## config.mk

```make
export PLATFORM = sky130hd
export DESIGN_NAME = pfs_decode
export DESIGN_NICKNAME = d
export VERILOG_FILES = /design/src/packed_three_bit_field_store_defines.svh /design/src/pfs_pkg.sv /design/src/pfs_decode.sv
export SDC_FILE = /design/constraint.sdc
export NUM_CORES = 1
export LEC_CHECK = 0
export BUFFER_PORTS_ARGS = -buffer_cell sky130_fd_sc_hd__buf_2
export CORE_ASPECT_RATIO = 0.75
export CORE_MARGIN = 3
export CORE_UTILIZATION = 45
export DETAILED_ROUTE_END_ITERATION = 8
export GPL_TIMING_DRIVEN = 0
export PLACE_DENSITY = 0.82
export SLEW_MARGIN = 20
export SYNTH_ARGS = -nofsm -noshare
export SYNTH_HDL_FRONTEND = slang
export SYNTH_SLANG_ARGS = --single-unit
```

## constraint.sdc

```tcl
create_clock -name vclk -period 17.4
set_input_delay 4.35 -clock vclk [all_inputs]
set_output_delay 4.35 -clock vclk [all_outputs]
set_load 0.01 [all_outputs]
```

## src/packed_three_bit_field_store_defines.svh

```systemverilog
// assertion macros for the packed three-bit field store
// no dependencies; included by the top level only
`ifndef PACKED_THREE_BIT_FIELD_STORE_DEFINES_SVH
`define PACKED_THREE_BIT_FIELD_STORE_DEFINES_SVH

// same-cycle implication, disabled while in reset
`define PFS_ASSERT_NOW(lbl, clk, rst_n, ante, cons, msg) \
  lbl: assert property (@(posedge clk) disable iff (!rst_n) (ante) |-> (cons)) \
    else $error(msg);

// next-cycle implication, disabled while in reset
`define PFS_ASSERT_NEXT(lbl, clk, rst_n, ante, cons, msg) \
  lbl: assert property (@(posedge clk) disable iff (!rst_n) (ante) |=> (cons)) \
    else $error(msg);

`endif

```

## src/pfs_pkg.sv

```systemverilog
// shared constants and types for the packed three-bit field store
// no dependencies; imported by every module and interface
package pfs_pkg;

  localparam int STORE_BYTES  = 512;
  localparam int BYTE_BITS    = 8;
  localparam int ENTRY_W      = 3;
  localparam int POS_W        = 11;
  localparam int CFG_W        = 10;
  localparam int BIT_W        = 13;
  localparam int IDX_W        = BIT_W - 3;
  localparam int ENTRIES      = (STORE_BYTES * BYTE_BITS + ENTRY_W - 1) / ENTRY_W;
  localparam int ROW_LANES    = 8;
  localparam int LANE_W       = 3;
  localparam int ROWS         = (ENTRIES + ROW_LANES - 1) / ROW_LANES;
  localparam int ROW_IDX_W    = POS_W - LANE_W;
  localparam int ROW_BITS     = ROW_LANES * ENTRY_W;
  localparam int LAST_SINGLE_OFFSET = 5;

  localparam logic [0:0] REQ_READ  = 1'b0;
  localparam logic [0:0] REQ_WRITE = 1'b1;

  // one decoded access, decode -> store
  typedef struct packed {
    logic                 wr;
    logic                 oor;
    logic [ROW_IDX_W-1:0] row;
    logic [LANE_W-1:0]    lane;
    logic [ENTRY_W-1:0]   mask;
    logic [ENTRY_W-1:0]   wdata;
  } pfs_acc_t;

endpackage

```

## src/pfs_decode.sv

```systemverilog
// turns a request into row, lane, bit mask and range flag
// depends on pfs_pkg
module pfs_decode (
  input  logic                          req_type,
  input  logic [pfs_pkg::POS_W-1:0]     position,
  input  logic [pfs_pkg::ENTRY_W-1:0]   write_value,
  input  logic [pfs_pkg::CFG_W-1:0]     bytes_in_use,
  output pfs_pkg::pfs_acc_t             acc
);
  import pfs_pkg::*;

  logic [BIT_W-1:0] bit_pos;
  logic [IDX_W-1:0] idx;
  logic [2:0]       off;
  logic [CFG_W-1:0] lim;
  logic             second_ok;

  // 3 * position as shift and add
  assign bit_pos = {1'b0, position, 1'b0} + {2'b0, position};
  assign idx     = bit_pos[BIT_W-1:3];
  assign off     = bit_pos[2:0];

  assign lim = (bytes_in_use > CFG_W'(STORE_BYTES)) ? CFG_W'(STORE_BYTES) : bytes_in_use;
  assign second_ok = ({1'b0, idx} + 11'd1) < {1'b0, lim};

  always_comb begin
    acc.wr    = (req_type == REQ_WRITE);
    acc.oor   = (idx >= lim);
    acc.row   = position[POS_W-1:LANE_W];
    acc.lane  = position[LANE_W-1:0];
    acc.wdata = write_value;
    // entries that start in the top two bits of a byte lose their high bits
    // when the following byte is past the limit
    if (off <= 3'(LAST_SINGLE_OFFSET) || second_ok) begin
      acc.mask = 3'b111;
    end else if (off == 3'd6) begin
      acc.mask = 3'b011;
    end else begin
      acc.mask = 3'b001;
    end
  end

endmodule

```

==> Yosys cells after proc, flatten, opt, wreduce, memory -nomap -nowiden <==
Index checks and enable logic that the tools add are counted.
{ "word_totals": {"reg_bits": 0, "inputBits": 25, "output_inout_bits": 19, "word_cells": 11} }
{ "classes": {"add_sub_neg": 2, "order_cmp": 4, "eq_ne": 1, "mux": 3, "reduce_logical": 1} }
{ "ops": {"columns": ["operator", "count"], "rows": [
  ["adder 12 x 11 -> 13 bit", 1],
  ["adder 10 x 1 -> 11 bit, second input constant", 1],
  ["less-than comparator 11 x 10 -> 1 bit", 1],
  ["greater-or-equal comparator 10 bit", 1],
  ["greater-than comparator 10 bit, second input constant", 1],
  ["two-way mux 10 bit", 1],
  ["equality test 3 bit, second input constant", 1],
  ["<= comparator 3 bit, second input constant", 1],
  ["two-way mux 3 bit", 1],
  ["two-way mux 2 bit", 1],
  ["logical OR 1 bit", 1]
]} }

==> Depth between registers and ports, before layout <==
{ "logic_depth": {"word_depth": 5, "ltp_mapped": 15, "depth_no_buf": 14} }

==> Worst setup path after synthesis <==
OpenSTA, ideal clock, no wires.
{ "synth_timing": {"path_kind": "input port to output port", "startpoint": "input port position[0] (netlist name)", "endpoint": "output port acc[5] (netlist name)", "arrival_time_ns": 7.276, "required_ns": 13.050, "slack_ns": 5.774, "path_stages": 12, "path_buffers": 0, "cell_sequence": "ha_1 -> fa_1 -> a211oi_2 -> o31ai_2 -> a41o_1 -> or4_4 -> a311oi_2 -> xor2_1 -> ha_1 -> a21oi_1 -> a21oi_1 -> a41oi_1"} }
{ "synth_lines": {"columns": ["element", "line", "text"], "rows": [
  ["start, declared", "pfs_decode.sv:5", "input logic [pfs_pkg::POS_W-1:0] position,"],
  ["end, declared", "pfs_decode.sv:8", "output pfs_pkg::pfs_acc_t acc"]
]} }

==> impl_metrics.toml <==
[synth]
synth_top_cell_by_area = "ha_1"
yosys-top-cells-count = "35 x ha_1, 18 x buf_4, 14 x a21oi_1, 14 x nand2_1, 13 x xor2_1"
yosysMostFrequentCell = "ha_1"
synthCells = 190
synth_area_leaders = "ha_1 30%, buf_4 9.2%, xor2_1 7.8%"
ys_seq_area_share_pct = 0
synth_top_area_share_pct = 29.9
syn-num-nets = 251
synth_cell_types = 48
syn_area_per_cell_um2 = 7.70
syn_area_mm2 = 0.00146
yosys_warnings = 0

[sta]
finalHoldViolCount = 0
rsz0062_at_grt = "false"
fmax_mhz = 82.7
tightest_slew_ns = 0.641
slew_violations = 0
post-route-period-util_pct = 69.5
setup_viol = 0
tns_ns = 0
slew_headroom_pct = 57.1
post-route-min-period_ns = 12.09

[cells_and_area]
clkbuf_count = 0
final_nets = 292
final_util_pct = 56.5
nFlopsAndLatches = 0
n_antenna_cell = 0
drive_above_1_share_pct = 29.7
syn_to_final_growth_pct = 16.6
final_area_mm2 = 0.00171
regArea_um2 = 0
fill_cells = 295

[grt]
gr-usage-all-layers_pct = 14.3
grt_max_degree = 11
antenna_found_initial = 0
grt.overflow.total = 0
grt_pass1_vias = 1163
grt_first_pass_wirelength_mm = 4.99

[floorplanning]
io_pins = 44
die_y_um = 55.4
die_x_um = 71.9
start_util_pct = 48.5
num_rows = 17
core_mm2 = 0.00302
dieArea_mm2 = 0.00398

[placed_design]
placed_area_mm2 = 0.00171
place.gp.congestion = 0.860
io_buffers = 39
hpwl_mm = 2.67

[clocking]
hold_buffers = 0
post_cts_buffers = 0
post_cts_resized = 0

[detailed_routing]
ant_nets = 0
drt-total-wl_mm = 3.04
wl_per_cell_um = 11.4
vias = 1420
vias_per_cell = 5.32
detail_route.iter0.violations = 21
dr.pass1.iters = 4
post-route-drc-count = 0

[pwr]
power.switching_w = 0.0000394
ir_worst_vdd_mv = 0.0191
power_leakage_nw = 0.910
switching_share_pct = 54.7
clkPwrFrac_pct = 0
p_per_area_mw_per_mm2 = 42.2
pwr-share-seq_pct = 0
power_w = 0.0000721
p_int_w = 0.0000326
pwr-share-comb_pct = 100.0

[setup_path]
cp_slowest_cell = "fa_1"
path_class = "in2out"
worst_ep_arrival_time_ns = 7.74
cp_max_fo = 5
crit_chain = "buf_2 > ha_1 > fa_1 > a211oi_2 > o31ai_2 > xor2_1 > o2111ai_1 > a211oi_2 > xor2_1 > ha_1 > a21o_1 > a21oi_1 > a21oi_1 > a41oi_1 > buf_2"
crit_path_end_kind = "primary output"
cp_slowest_stage_delay_ns = 0.42
critPathLaunchType = "input port"
cp_data_required_time_ns = 13.05

[job]
maxCapViolCount = 0

[min_path]
hp-class = "in2out"

[run_status]
status = "completed"
-- power by group through the flow --
| stage | Combinational, W | Clock, W | Sequential, W |
|---|---|---|---|
| floorplan | 0.0000541 | 0 | 0 |
| global route | 0.0000824 | 0 | 0 |
| CTS | 0.0000725 | 0 | 0 |
| global placement | 0.0000693 | 0 | 0 |
| finish | 0.0000721 | 0 | 0 |
| detailed placement | 0.0000718 | 0 | 0 |
-- placed cells by master (no fill, tap or decap), types with 2 or more instances in the layout --
cell and n:
nor4_1 2, a31o_1 2, nand2_1 14, nand4_1 2, nand3_1 5, a2111oi_0 2, a21boi_0 2, ha_1 35
xor2_1 13, o2111ai_1 2, o221ai_1 2, buf_2 40, o21ai_0 6, nor3_1 3, nor2b_1 2, a21oi_1 14
a211oi_2 2, nand3b_1 2, nor2_1 10, buf_4 18, o211ai_1 3, inv_1 12, a21o_1 7, xnor2_1 4
and3_1 2
-- logic make-up after synthesis --
family | count (synthesis) | synth area share, %
compound gates | 53 | 26.6
simple gates | 50 | 17.6
other cells | 1 | 0.256
xor+xnor | 17 | 10.2
fa+ha+maj | 36 | 31.3
buf+inv | 32 | 13.4
mux | 1 | 0.684
-- cell type report --
class / instances / area [um2] / share of cell area (%)
buffer: 20 / 151 / 8.87
multi-input combinational: 158 / 1270 / 74.3
inverter: 12 / 45.0 / 2.64
timing repair buffer: 39 / 195 / 11.4
tap: 38 / 47.5 / 2.79
-- stage by stage --
stage | setup WS [ns] | cells | hold slack [ns]
2_1_floorplan | 5.77 | 190 | 8.79
3_3_place_gp | 5.36 | 267 | 8.88
3_5_place_dp | 5.30 | 267 | 8.89
4_1_cts | 5.27 | 267 | 8.89
5_1_grt | 5.01 | 267 | 8.89
6_report | 5.31 | 267 | 8.88
-- critical path, delay by kind of cell --
family | cells | cell delay, ns
compound gates | 8 | 1.59
fa+ha+maj | 3 | 0.92
buf+inv | 2 | 0.30
xor+xnor | 2 | 0.60
-- metal layers --
layer / GRT usage, % / wire length, um / vias to the layer above
met1: 22.9 / 1630 / 613
met2: 22.6 / 1260 / 37
met5: 0 / 0 / -
met3: 0 / 147 / 0
li1: - / - / 770
met4: 0 / 0 / 0
-- final timing paths --
path	startpoint	endpoint	cells past startpoint
worst max-delay path	position[1]	acc[5]	15
worst min-delay path	write_value[1]	acc[1]	2
(Power assumes the default switching activity.)
